--- config.mk ---
export PLATFORM = sky130hd
export DESIGN_NAME = sorted_record_table
export DESIGN_NICKNAME = d
export VERILOG_FILES = /design/src/design/srt_pkg.sv /design/src/design/srt_ram.sv /design/src/design/srt_ctrl.sv /design/src/design/srt_dpath.sv /design/src/design/sorted_record_table.sv
export SDC_FILE = /design/constraint.sdc
export NUM_CORES = 2
export LEC_CHECK = 0
export ABC_AREA = 1
export BUFFER_PORTS_ARGS = -buffer_cell sky130_fd_sc_hd__clkbuf_2
export CELL_PAD_IN_SITES_DETAIL_PLACEMENT = 1
export CELL_PAD_IN_SITES_GLOBAL_PLACEMENT = 1
export CORE_UTILIZATION = 40
export CTS_BUF_LIST = sky130_fd_sc_hd__clkbuf_4
export DETAILED_ROUTE_END_ITERATION = 6
export PLACE_DENSITY = 0.75
export SLEW_MARGIN = 25
export SYNTH_ARGS = -nofsm -noshare
export SYNTH_HDL_FRONTEND = slang
export SYNTH_SLANG_ARGS = --single-unit
--- constraint.sdc ---
create_clock -name clk_i -period 4.1 [get_ports clk_i]
set_input_delay 1.025 -clock clk_i [delete_from_list [all_inputs] [get_ports clk_i]]
set_output_delay 1.025 -clock clk_i [all_outputs]
set_load 0.005 [all_outputs]
--- src/design/srt_pkg.sv ---
// Package for the sorted record table: sizes, codes, command and status types.
// Used by every module of the block but srt_ram; depends on nothing.
`timescale 1ns / 1ps
package srt_pkg;

  localparam int CAPACITY = 16;
  localparam int KEY_BITS = 10;
  localparam int ID_W     = 32;
  localparam int GRADE_W  = 10;
  localparam int SLOTS    = 2 * CAPACITY;
  localparam int ADDR_W   = $clog2(SLOTS);
  localparam int CNT_W    = $clog2(CAPACITY + 1);
  localparam int ENTRY_W  = ID_W + KEY_BITS;

  typedef enum logic [2:0] {
    OP_INSERT  = 3'd0,
    OP_SEARCH  = 3'd1,
    OP_DELETE  = 3'd2,
    OP_LIST    = 3'd3,
    OP_MERGE_DN = 3'd4,
    OP_MERGE_UP = 3'd5
  } op_e;

  typedef enum logic [2:0] {
    ST_OK        = 3'd0,
    ST_NOT_FOUND = 3'd1,
    ST_EMPTY     = 3'd2,
    ST_FULL      = 3'd3,
    ST_DUP_KEPT  = 3'd4,
    ST_NEED_BOTH = 3'd5
  } status_e;

  typedef enum logic [3:0] {
    S_IDLE, S_DISP, S_SC_RD, S_SC_EV, S_RM_RD, S_RM_WR, S_IN_RD, S_IN_EV,
    S_LS_RD, S_LS_EV, S_MG_RD0, S_MG_LD0, S_MG_RD1, S_MG_LD1, S_MG_CMP
  } state_e;

  typedef enum logic [2:0] {J_HOLD, J_INC, J_DEC, J_CNTM1} jop_e;
  typedef enum logic [2:0] {RD_J, RD_JP1, RD_JM1, RD_SIDE0, RD_SIDE1} rsel_e;
  typedef enum logic [1:0] {REC_NONE, REC_RDATA, REC_NEW, REC_HEAD} rec_e;

  typedef struct packed {
    logic    load;
    jop_e    jop;
    rsel_e   rsel;
    logic    wr_en;
    logic    wr_new;
    logic    cnt_inc;
    logic    cnt_dec;
    logic    r_dec0;
    logic    r_dec1;
    logic    h_ld0;
    logic    h_ld1;
    logic    emit;
    status_e code;
    rec_e    rec;
    logic    last;
  } cmd_t;

  typedef struct packed {
    op_e  op;
    logic ow;
    logic cnt_zero;
    logic either_empty;
    logic full;
    logic j_end;
    logic jp1_end;
    logic j_zero;
    logic id_match;
    logic key_gt;
    logic take0;
    logic merge_last;
    logic r0_more;
    logic r1_more;
  } stat_t;

  function automatic logic [ADDR_W-1:0] slot_addr(input logic bank,
                                                 input logic [CNT_W-1:0] idx);
    slot_addr = ADDR_W'(idx) + (bank ? ADDR_W'(CAPACITY) : '0);
  endfunction

endpackage

--- src/design/srt_ram.sv ---
// Generic single-write, single-read RAM with registered read data.
// No dependencies.
`timescale 1ns / 1ps
module srt_ram #(
  parameter int WIDTH = 8,
  parameter int DEPTH = 16
) (
  input  logic                     clk_i,
  input  logic                     we_i,
  input  logic [$clog2(DEPTH)-1:0] waddr_i,
  input  logic [WIDTH-1:0]         wdata_i,
  input  logic [$clog2(DEPTH)-1:0] raddr_i,
  output logic [WIDTH-1:0]         rdata_o
);

  logic [WIDTH-1:0] mem_q [DEPTH];

  always_ff @(posedge clk_i) begin
    if (we_i) begin
      mem_q[waddr_i] <= wdata_i;
    end
    rdata_o <= mem_q[raddr_i];
  end

endmodule

--- src/design/srt_ctrl.sv ---
// Controller state machine: sequences scans, shifts, listing and merge.
// Depends on srt_pkg; drives the datapath by cmd_t, reads stat_t.
`timescale 1ns / 1ps
module srt_ctrl import srt_pkg::*; (
  input  logic  clk_i,
  input  logic  rst_ni,
  input  logic  start,
  output logic  busy,
  input  stat_t st_i,
  output cmd_t  cmd_o
);

  state_e state_q, state_d;
  logic   init_q, init_d;

  always_ff @(posedge clk_i or negedge rst_ni) begin
    if (!rst_ni) begin
      state_q <= S_IDLE;
      init_q  <= 1'b0;
    end else begin
      state_q <= state_d;
      init_q  <= init_d;
    end
  end

  assign busy = (state_q != S_IDLE);

  // next state
  always_comb begin
    state_d = state_q;
    init_d  = init_q;
    case (state_q)
      S_IDLE: begin
        if (start) state_d = S_DISP;
      end
      S_DISP: begin
        case (st_i.op)
          OP_INSERT: state_d = S_SC_RD;
          OP_SEARCH, OP_DELETE: state_d = st_i.cnt_zero ? S_IDLE : S_SC_RD;
          OP_LIST: state_d = st_i.cnt_zero ? S_IDLE : S_LS_RD;
          OP_MERGE_DN, OP_MERGE_UP: begin
            state_d = st_i.either_empty ? S_IDLE : S_MG_RD0;
            init_d  = 1'b1;
          end
          default: state_d = S_IDLE;
        endcase
      end
      S_SC_RD: begin
        if (!st_i.j_end) state_d = S_SC_EV;
        else if (st_i.op == OP_INSERT && !st_i.full) state_d = S_IN_RD;
        else state_d = S_IDLE;
      end
      S_SC_EV: begin
        if (!st_i.id_match) state_d = S_SC_RD;
        else if ((st_i.op == OP_INSERT && st_i.ow) || st_i.op == OP_DELETE)
          state_d = S_RM_RD;
        else state_d = S_IDLE;
      end
      S_RM_RD: begin
        if (!st_i.jp1_end) state_d = S_RM_WR;
        else state_d = (st_i.op == OP_INSERT) ? S_IN_RD : S_IDLE;
      end
      S_RM_WR: state_d = S_RM_RD;
      S_IN_RD: state_d = st_i.j_zero ? S_IDLE : S_IN_EV;
      S_IN_EV: state_d = st_i.key_gt ? S_IDLE : S_IN_RD;
      S_LS_RD: state_d = S_LS_EV;
      S_LS_EV: state_d = st_i.jp1_end ? S_IDLE : S_LS_RD;
      S_MG_RD0: state_d = S_MG_LD0;
      S_MG_LD0: state_d = init_q ? S_MG_RD1 : S_MG_CMP;
      S_MG_RD1: state_d = S_MG_LD1;
      S_MG_LD1: begin
        state_d = S_MG_CMP;
        init_d  = 1'b0;
      end
      S_MG_CMP: begin
        if (st_i.merge_last) state_d = S_IDLE;
        else if (st_i.take0 && st_i.r0_more) state_d = S_MG_RD0;
        else if (!st_i.take0 && st_i.r1_more) state_d = S_MG_RD1;
        else state_d = S_MG_CMP;
      end
      default: state_d = S_IDLE;
    endcase
  end

  // commands
  always_comb begin
    cmd_o      = '0;
    cmd_o.jop  = J_HOLD;
    cmd_o.rsel = RD_J;
    cmd_o.code = ST_OK;
    cmd_o.rec  = REC_NONE;
    cmd_o.last = 1'b1;
    case (state_q)
      S_IDLE: cmd_o.load = start;
      S_DISP: begin
        case (st_i.op)
          OP_SEARCH, OP_DELETE, OP_LIST: begin
            cmd_o.emit = st_i.cnt_zero;
            cmd_o.code = ST_EMPTY;
          end
          OP_MERGE_DN, OP_MERGE_UP: begin
            cmd_o.emit = st_i.either_empty;
            cmd_o.code = ST_NEED_BOTH;
          end
          default: cmd_o.emit = 1'b0;
        endcase
      end
      S_SC_RD: begin
        if (st_i.j_end) begin
          if (st_i.op != OP_INSERT) begin
            cmd_o.emit = 1'b1;
            cmd_o.code = ST_NOT_FOUND;
          end else if (st_i.full) begin
            cmd_o.emit = 1'b1;
            cmd_o.code = ST_FULL;
          end
        end
      end
      S_SC_EV: begin
        if (!st_i.id_match) begin
          cmd_o.jop = J_INC;
        end else if (st_i.op == OP_INSERT) begin
          cmd_o.emit = !st_i.ow;
          cmd_o.code = ST_DUP_KEPT;
          cmd_o.rec  = REC_RDATA;
        end else begin
          cmd_o.emit = 1'b1;
          cmd_o.rec  = REC_RDATA;
        end
      end
      S_RM_RD: begin
        cmd_o.rsel = RD_JP1;
        if (st_i.jp1_end) begin
          cmd_o.cnt_dec = 1'b1;
          cmd_o.jop     = J_CNTM1;
        end
      end
      S_RM_WR: begin
        cmd_o.wr_en = 1'b1;
        cmd_o.jop   = J_INC;
      end
      S_IN_RD: begin
        cmd_o.rsel = RD_JM1;
        if (st_i.j_zero) begin
          cmd_o.wr_en   = 1'b1;
          cmd_o.wr_new  = 1'b1;
          cmd_o.cnt_inc = 1'b1;
          cmd_o.emit    = 1'b1;
          cmd_o.rec     = REC_NEW;
        end
      end
      S_IN_EV: begin
        cmd_o.wr_en = 1'b1;
        if (st_i.key_gt) begin
          cmd_o.wr_new  = 1'b1;
          cmd_o.cnt_inc = 1'b1;
          cmd_o.emit    = 1'b1;
          cmd_o.rec     = REC_NEW;
        end else begin
          cmd_o.jop = J_DEC;
        end
      end
      S_LS_EV: begin
        cmd_o.emit = 1'b1;
        cmd_o.rec  = REC_RDATA;
        cmd_o.last = st_i.jp1_end;
        cmd_o.jop  = J_INC;
      end
      S_MG_RD0: cmd_o.rsel = RD_SIDE0;
      S_MG_LD0: cmd_o.h_ld0 = 1'b1;
      S_MG_RD1: cmd_o.rsel = RD_SIDE1;
      S_MG_LD1: cmd_o.h_ld1 = 1'b1;
      S_MG_CMP: begin
        cmd_o.emit   = 1'b1;
        cmd_o.rec    = REC_HEAD;
        cmd_o.last   = st_i.merge_last;
        cmd_o.r_dec0 = st_i.take0;
        cmd_o.r_dec1 = !st_i.take0;
      end
      default: cmd_o.load = 1'b0;
    endcase
  end

endmodule

--- src/design/srt_dpath.sv ---
// Datapath: request registers, bank counts, walk pointers, merge heads,
// record RAM and the result register. Depends on srt_pkg and srt_ram.
`timescale 1ns / 1ps
module srt_dpath import srt_pkg::*; (
  input  logic               clk_i,
  input  logic               rst_ni,
  input  logic [2:0]         opcode_i,
  input  logic               bank_i,
  input  logic [ID_W-1:0]    student_id_i,
  input  logic [GRADE_W-1:0] grade_i,
  input  logic               overwrite_i,
  input  cmd_t               cmd_i,
  output stat_t              st_o,
  output logic               strobe_o,
  output logic [2:0]         status_o,
  output logic               record_valid_o,
  output logic               record_bank_o,
  output logic [ID_W-1:0]    record_id_o,
  output logic [GRADE_W-1:0] record_grade_o,
  output logic               last_o
);

  op_e                 op_q;
  logic                bank_q, ow_q;
  logic [ID_W-1:0]     id_q;
  logic [KEY_BITS-1:0] key_q;
  logic [CNT_W-1:0]    cnt_q [2];
  logic [CNT_W-1:0]    j_q, r0_q, r1_q;
  logic [ID_W-1:0]     h0_id_q, h1_id_q;
  logic [KEY_BITS-1:0] h0_key_q, h1_key_q;

  logic                strobe_q, recv_q, recb_q, last_q;
  logic [2:0]          status_q;
  logic [ID_W-1:0]     recid_q;
  logic [GRADE_W-1:0]  recgr_q;

  logic [ADDR_W-1:0]   raddr, waddr;
  logic [ENTRY_W-1:0]  rdata, wdata;
  logic [ID_W-1:0]     rd_id;
  logic [KEY_BITS-1:0] rd_key;
  logic [CNT_W-1:0]    n, jp1, idx0, idx1;
  logic                dn;

  assign n      = cnt_q[bank_q];
  assign rd_id  = rdata[ENTRY_W-1:KEY_BITS];
  assign rd_key = rdata[KEY_BITS-1:0];
  assign jp1    = j_q + CNT_W'(1);
  assign dn     = (op_q == OP_MERGE_DN);
  // descending walks from the head, ascending from the tail
  assign idx0   = dn ? (cnt_q[0] - r0_q) : (r0_q - CNT_W'(1));
  assign idx1   = dn ? (cnt_q[1] - r1_q) : (r1_q - CNT_W'(1));

  always_comb begin
    case (cmd_i.rsel)
      RD_JP1:   raddr = slot_addr(bank_q, jp1);
      RD_JM1:   raddr = slot_addr(bank_q, j_q - CNT_W'(1));
      RD_SIDE0: raddr = slot_addr(1'b0, idx0);
      RD_SIDE1: raddr = slot_addr(1'b1, idx1);
      default:  raddr = slot_addr(bank_q, j_q);
    endcase
  end

  assign waddr = slot_addr(bank_q, j_q);
  assign wdata = cmd_i.wr_new ? {id_q, key_q} : rdata;

  srt_ram #(.WIDTH(ENTRY_W), .DEPTH(SLOTS)) u_ram (
    .clk_i   (clk_i),
    .we_i    (cmd_i.wr_en),
    .waddr_i (waddr),
    .wdata_i (wdata),
    .raddr_i (raddr),
    .rdata_o (rdata)
  );

  // status
  always_comb begin
    st_o.op           = op_q;
    st_o.ow           = ow_q;
    st_o.cnt_zero     = (n == '0);
    st_o.either_empty = (cnt_q[0] == '0) || (cnt_q[1] == '0);
    st_o.full         = (n == CNT_W'(CAPACITY));
    st_o.j_end        = (j_q == n);
    st_o.jp1_end      = (jp1 >= n);
    st_o.j_zero       = (j_q == '0);
    st_o.id_match     = (rd_id == id_q);
    st_o.key_gt       = (rd_key > key_q);
    if (r0_q == '0)      st_o.take0 = 1'b0;
    else if (r1_q == '0) st_o.take0 = 1'b1;
    else if (dn)         st_o.take0 = (h0_key_q > h1_key_q);
    else                 st_o.take0 = (h0_key_q <= h1_key_q);
    st_o.merge_last   = (({1'b0, r0_q} + {1'b0, r1_q}) == (CNT_W + 1)'(1));
    st_o.r0_more      = (r0_q > CNT_W'(1));
    st_o.r1_more      = (r1_q > CNT_W'(1));
  end

  // control-relevant counters
  always_ff @(posedge clk_i or negedge rst_ni) begin
    if (!rst_ni) begin
      cnt_q[0] <= '0;
      cnt_q[1] <= '0;
      strobe_q <= 1'b0;
    end else begin
      if (cmd_i.cnt_inc) cnt_q[bank_q] <= n + CNT_W'(1);
      else if (cmd_i.cnt_dec) cnt_q[bank_q] <= n - CNT_W'(1);
      strobe_q <= cmd_i.emit;
    end
  end

  // request, pointers and heads
  always_ff @(posedge clk_i) begin
    if (cmd_i.load) begin
      op_q   <= op_e'(opcode_i);
      bank_q <= bank_i;
      id_q   <= student_id_i;
      key_q  <= KEY_BITS'(grade_i);
      ow_q   <= overwrite_i;
      j_q    <= '0;
      r0_q   <= cnt_q[0];
      r1_q   <= cnt_q[1];
    end else begin
      case (cmd_i.jop)
        J_INC:   j_q <= jp1;
        J_DEC:   j_q <= j_q - CNT_W'(1);
        J_CNTM1: j_q <= n - CNT_W'(1);
        default: j_q <= j_q;
      endcase
      if (cmd_i.r_dec0) r0_q <= r0_q - CNT_W'(1);
      if (cmd_i.r_dec1) r1_q <= r1_q - CNT_W'(1);
    end
    if (cmd_i.h_ld0) begin
      h0_id_q  <= rd_id;
      h0_key_q <= rd_key;
    end
    if (cmd_i.h_ld1) begin
      h1_id_q  <= rd_id;
      h1_key_q <= rd_key;
    end
  end

  // result register
  always_ff @(posedge clk_i) begin
    if (cmd_i.emit) begin
      status_q <= cmd_i.code;
      last_q   <= cmd_i.last;
      case (cmd_i.rec)
        REC_RDATA: begin
          recv_q  <= 1'b1;
          recb_q  <= bank_q;
          recid_q <= rd_id;
          recgr_q <= GRADE_W'(rd_key);
        end
        REC_NEW: begin
          recv_q  <= 1'b1;
          recb_q  <= bank_q;
          recid_q <= id_q;
          recgr_q <= GRADE_W'(key_q);
        end
        REC_HEAD: begin
          recv_q  <= 1'b1;
          recb_q  <= !st_o.take0;
          recid_q <= st_o.take0 ? h0_id_q : h1_id_q;
          recgr_q <= GRADE_W'(st_o.take0 ? h0_key_q : h1_key_q);
        end
        default: begin
          recv_q  <= 1'b0;
          recb_q  <= 1'b0;
          recid_q <= '0;
          recgr_q <= '0;
        end
      endcase
    end
  end

  assign strobe_o       = strobe_q;
  assign status_o       = status_q;
  assign record_valid_o = recv_q;
  assign record_bank_o  = recb_q;
  assign record_id_o    = recid_q;
  assign record_grade_o = recgr_q;
  assign last_o         = last_q;

endmodule

--- src/design/sorted_record_table.sv ---
// Top level of the sorted record table; depends on srt_pkg, srt_ctrl, srt_dpath.
// Each request takes a dispatch step, then a read and an evaluate or write step per entry
// scanned or shifted; list reads and emits each entry; merge reads and loads both heads,
// then compares for each result. The single RAM read port sets these steps.
// Throughput: one transfer at a time, the next once busy drops; results leave from a
// register and the receiver cannot stall. Reset clears controller state, bank counts and
// the strobe only; the RAM is never cleared.
`timescale 1ns / 1ps
module sorted_record_table import srt_pkg::*; (
  input  logic               clk_i,
  input  logic               rst_ni,
  input  logic               start,
  output logic               busy,
  input  logic [2:0]         opcode_i,
  input  logic               bank_i,
  input  logic [ID_W-1:0]    student_id_i,
  input  logic [GRADE_W-1:0] grade_i,
  input  logic               overwrite_i,
  output logic               strobe_o,
  output logic [2:0]         status_o,
  output logic               record_valid_o,
  output logic               record_bank_o,
  output logic [ID_W-1:0]    record_id_o,
  output logic [GRADE_W-1:0] record_grade_o,
  output logic               last_o
);

  // controller only sees a status snapshot; datapath acts on commands
  cmd_t  cmd;
  stat_t st;

  srt_ctrl u_ctrl (
    .clk_i  (clk_i),
    .rst_ni (rst_ni),
    .start  (start),
    .busy   (busy),
    .st_i   (st),
    .cmd_o  (cmd)
  );

  // each transfer on the result side is one strobe cycle
  srt_dpath u_dpath (
    .clk_i          (clk_i),
    .rst_ni         (rst_ni),
    .opcode_i       (opcode_i),
    .bank_i         (bank_i),
    .student_id_i   (student_id_i),
    .grade_i        (grade_i),
    .overwrite_i    (overwrite_i),
    .cmd_i          (cmd),
    .st_o           (st),
    .strobe_o       (strobe_o),
    .status_o       (status_o),
    .record_valid_o (record_valid_o),
    .record_bank_o  (record_bank_o),
    .record_id_o    (record_id_o),
    .record_grade_o (record_grade_o),
    .last_o         (last_o)
  );

endmodule

==> flow_metrics.py <==
metrics = {
    "logic_synthesis": {
        "synth.cell_area_sq_um": 71100,
        "synth_top_area_share_pct": 64.7,
        "synth_seq_cells": 1596,
        "ys_types": 42,
        "synth-main-ff-cell": "edfxtp_1",
        "yosysSeqAreaShare_pct": 66.6,
        "synth_top_area_cell": "edfxtp_1",
        "synthCells": 6774,
        "synth_edf_count": 1533,
        "ys_async_sr_fraction_pct": 1.00,
        "syn_nets": 6883,
        "yosysWarningCount": 0,
        "synth_area_leaders": "edfxtp_1 65%, nand3_1 11%, nand2_1 8.4%",
        "avgSynthCellArea_sq_um": 10.5,
    },
    "outcome": {
        "violations": "DRC",
        "status": "finished with violations",
    },
    "finish": {
        "syn2layout_area_growth_pct": 15.0,
        "final_cell_mix": "1596 x nand2_1, 1533 x edfxtp_1, 1508 x nand3_1, 929 x inv_1, 632 x clkbuf_4",
        "fin_nets": 7254,
        "drive_gt1_share_pct": 14.3,
        "final_common_cell": "nand2_1",
    },
    "cts": {
        "cts-root-buf": "clkbuf_4",
        "clock_path_buffers": 4,
        "cts_tree": "built",
        "path_clk_slew_ps": 80,
        "h-tree-depth": 5,
        "clock_sinks": 1596,
        "numCtsBuffers": 419,
        "cts_setup_buffers": 0,
        "insertion_delay_ps": 1430,
    },
    "die": {
        "dieArea_sq_um": 180000,
        "num_rows": 154,
        "dieHeight_um": 424,
        "ios": 100,
        "start_util_pct": 40.3,
        "core_sq_um": 176000,
        "die_w_um": 424,
    },
    "grt": {
        "grt_use_total_pct": 25.9,
        "first_global_vias": 56800,
        "antenna_found_initial": 7,
        "grt_pass1_wl_mm": 352,
        "grt.overflow.total": 0,
        "grt_max_degree": 161,
    },
    "critical_path": {
        "cp.required_ps": 5410,
        "rr_startpoint": "u_dpath.bank_q",
        "r2r_end": "u_dpath.j_q[4]",
        "critPathKind": "reg -> reg",
        "endpoint_kind": "flop",
        "arrival_ps": 5060,
        "crit_fanout": 15,
        "worstRegToRegCells": 13,
        "cp-start-kind": "flop",
        "reg2reg_slack_ps": 350,
    },
    "detailed_routing": {
        "finalWirelength_mm": 235,
        "firstDrtPassIters": 7,
        "viasPerCell": 5.55,
        "num_vias": 54400,
        "post_drt_wl_per_cell_um": 24.0,
        "drt_iter0_drc": 5241,
        "drc": 53,
        "ant_nets": 0,
    },
    "timing": {
        "setup_viol": 0,
        "rsz0062_at_grt": "no",
        "max_freq_ghz": 0.267,
        "slew_headroom_pct": 26.5,
        "finClkSkew_ps": 142,
        "hold_viol_final": 0,
        "slew_viol_final": 0,
        "tightestPinTransition_ps": 1100,
        "fin_tns_setup_ps": 0,
        "fin_ws_ps": 353,
        "period_needed_ps": 3750,
        "fin_crit_sh_pct": 91.4,
    },
    "placed_design": {
        "dpl.hpwl_mm": 131,
        "gp_congestion": 0.877,
        "pre_cts_slack_ps": 70.8,
        "io_buffers": 99,
    },
    "flow_run": {
        "maxCapViolCount": 0,
    },
    "power_and_ir_drop": {
        "vdd_ir_drop_max_v": 0.000689,
        "power_leakage_nw": 33.1,
        "powerDensity_nw_per_um2": 763,
    },
    "min_path": {
        "hold_path.class": "in -> async",
    },
}
-- flip-flops by register name (all words and copies together) (netlist names), 5 cells and up --
signal / flops
u_dpath.h1_id_q: 32
u_dpath.j_q: 5
u_dpath.key_q: 10
u_dpath.id_q: 32
u_dpath.u_ram.mem_q: 1344
u_dpath.h0_key_q: 10
u_dpath.h0_id_q: 32
u_dpath.cnt_q: 10
u_dpath.r0_q: 5
u_dpath.h1_key_q: 10
u_dpath.r1_q: 5
u_dpath.record_id_o: 32
u_dpath.u_ram.rdata_o: 42
u_dpath.record_grade_o: 10
-- cell families after synthesis --
kind of cell    count (synthesis)  synth area share [%]
xor+xnor                       53                 0.653
buf+inv                      1341                  7.39
simple gates                 3495                  22.6
compound gates                230                  1.71
fa+ha+maj                      59                  1.07
flops                        1596                  66.6
-- cell type report --
type	count	area (sq um)
antenna	11	27.5
clock buffer	632	4740
clock inverter	91	429
fill	19300	94500
inverter	937	3520
multi-input combinational	3837	19100
sequential	1596	47400
tap	2340	2930
timing repair buffer	354	3630
-- report_power, final --
group / internal (W) / switching (W) / total [W]
clock: 0.00710 / 0.00673 / 0.0138
combinational: 0.00755 / 0.0191 / 0.0266
sequential: 0.0210 / 0.000936 / 0.0219
total: 0.0356 / 0.0267 / 0.0624
-- repair_timing --
item / CTS / global route
endpoints found under the setup margin: 0 / 10
hold buffers: 50 / 0
endpoints found under the hold margin: 64 / 0
resized for setup: 0 / 1
-- Yosys cell counts, types with 5 or more instances --
master    count
xor2_1       16
edfxtp_1   1533
o22ai_1      17
nand2_2       5
xnor2_1      37
o211ai_1      5
nand4_1       6
dfrtp_1      16
nand3b_1    255
clkbuf_1    166
a21oi_1      71
dfxtp_1      47
buf_2       166
inv_1       930
nand2_1    1600
buf_1        68
inv_2         7
nor2_1       97
o21ai_0     120
nand3_1    1509
nor3_1       10
o21ai_1       7
ha_1         56
-- worst max-delay path, cell delays in order, from the launching register on --
cell and delay [ps]:
edfxtp_1 620, o21ai_0 550, inv_1 280, ha_1 340, inv_1 70, nand2_1 50
nand2_1 50, nor2_1 50, nor3_2 460, nor2_1 180, a21oi_1 440, nand2_1 300
o21ai_0 280, a21oi_1 80
-- metal layers --
metal | vias to the layer above | share of wire (%) | GRT usage [%] | wire [um]
li1 | 23900 | - | - | -
met1 | 27600 | 40 | 33.6 | 94600
met2 | 2441 | 48 | 43.1 | 114000
met3 | 496 | 8.6 | 4.90 | 20300
met4 | 0 | 2.9 | 9.33 | 6910
met5 | - | 0 | 0 | 0
-- how the worst max path moves through the flow --
| stage | from | endpoint | slack [ps] |
|---|---|---|---|
| after CTS | u_dpath.bank_q | u_dpath.j_q[4] | 140 |
| after detailed placement | u_dpath.bank_q | u_dpath.j_q[3] | 70 |
| after global routing | u_dpath.bank_q | u_dpath.j_q[3] | 90 |
| final | u_dpath.bank_q | u_dpath.j_q[4] | 350 |
| after floorplan | u_dpath.bank_q | u_dpath.last_o | 150 |
| after global placement | u_dpath.bank_q | u_dpath.j_q[3] | 180 |
-- stage by stage --
stage	instances	instance area, sq um	total power [W]	utilization (%)	hold slack, ps
finish	9798	81800	0.0624	46.4	145
global route	9795	81800	0.0656	46.4	105
CTS	9782	81600	0.0622	46.3	33.8
detailed placement	9009	75900	0.0483	43.1	487
global placement	9009	75900	0.0473	43.1	468
floorplan	6774	71100	0.0376	-	426
Power figures use the tool's default switching activity.
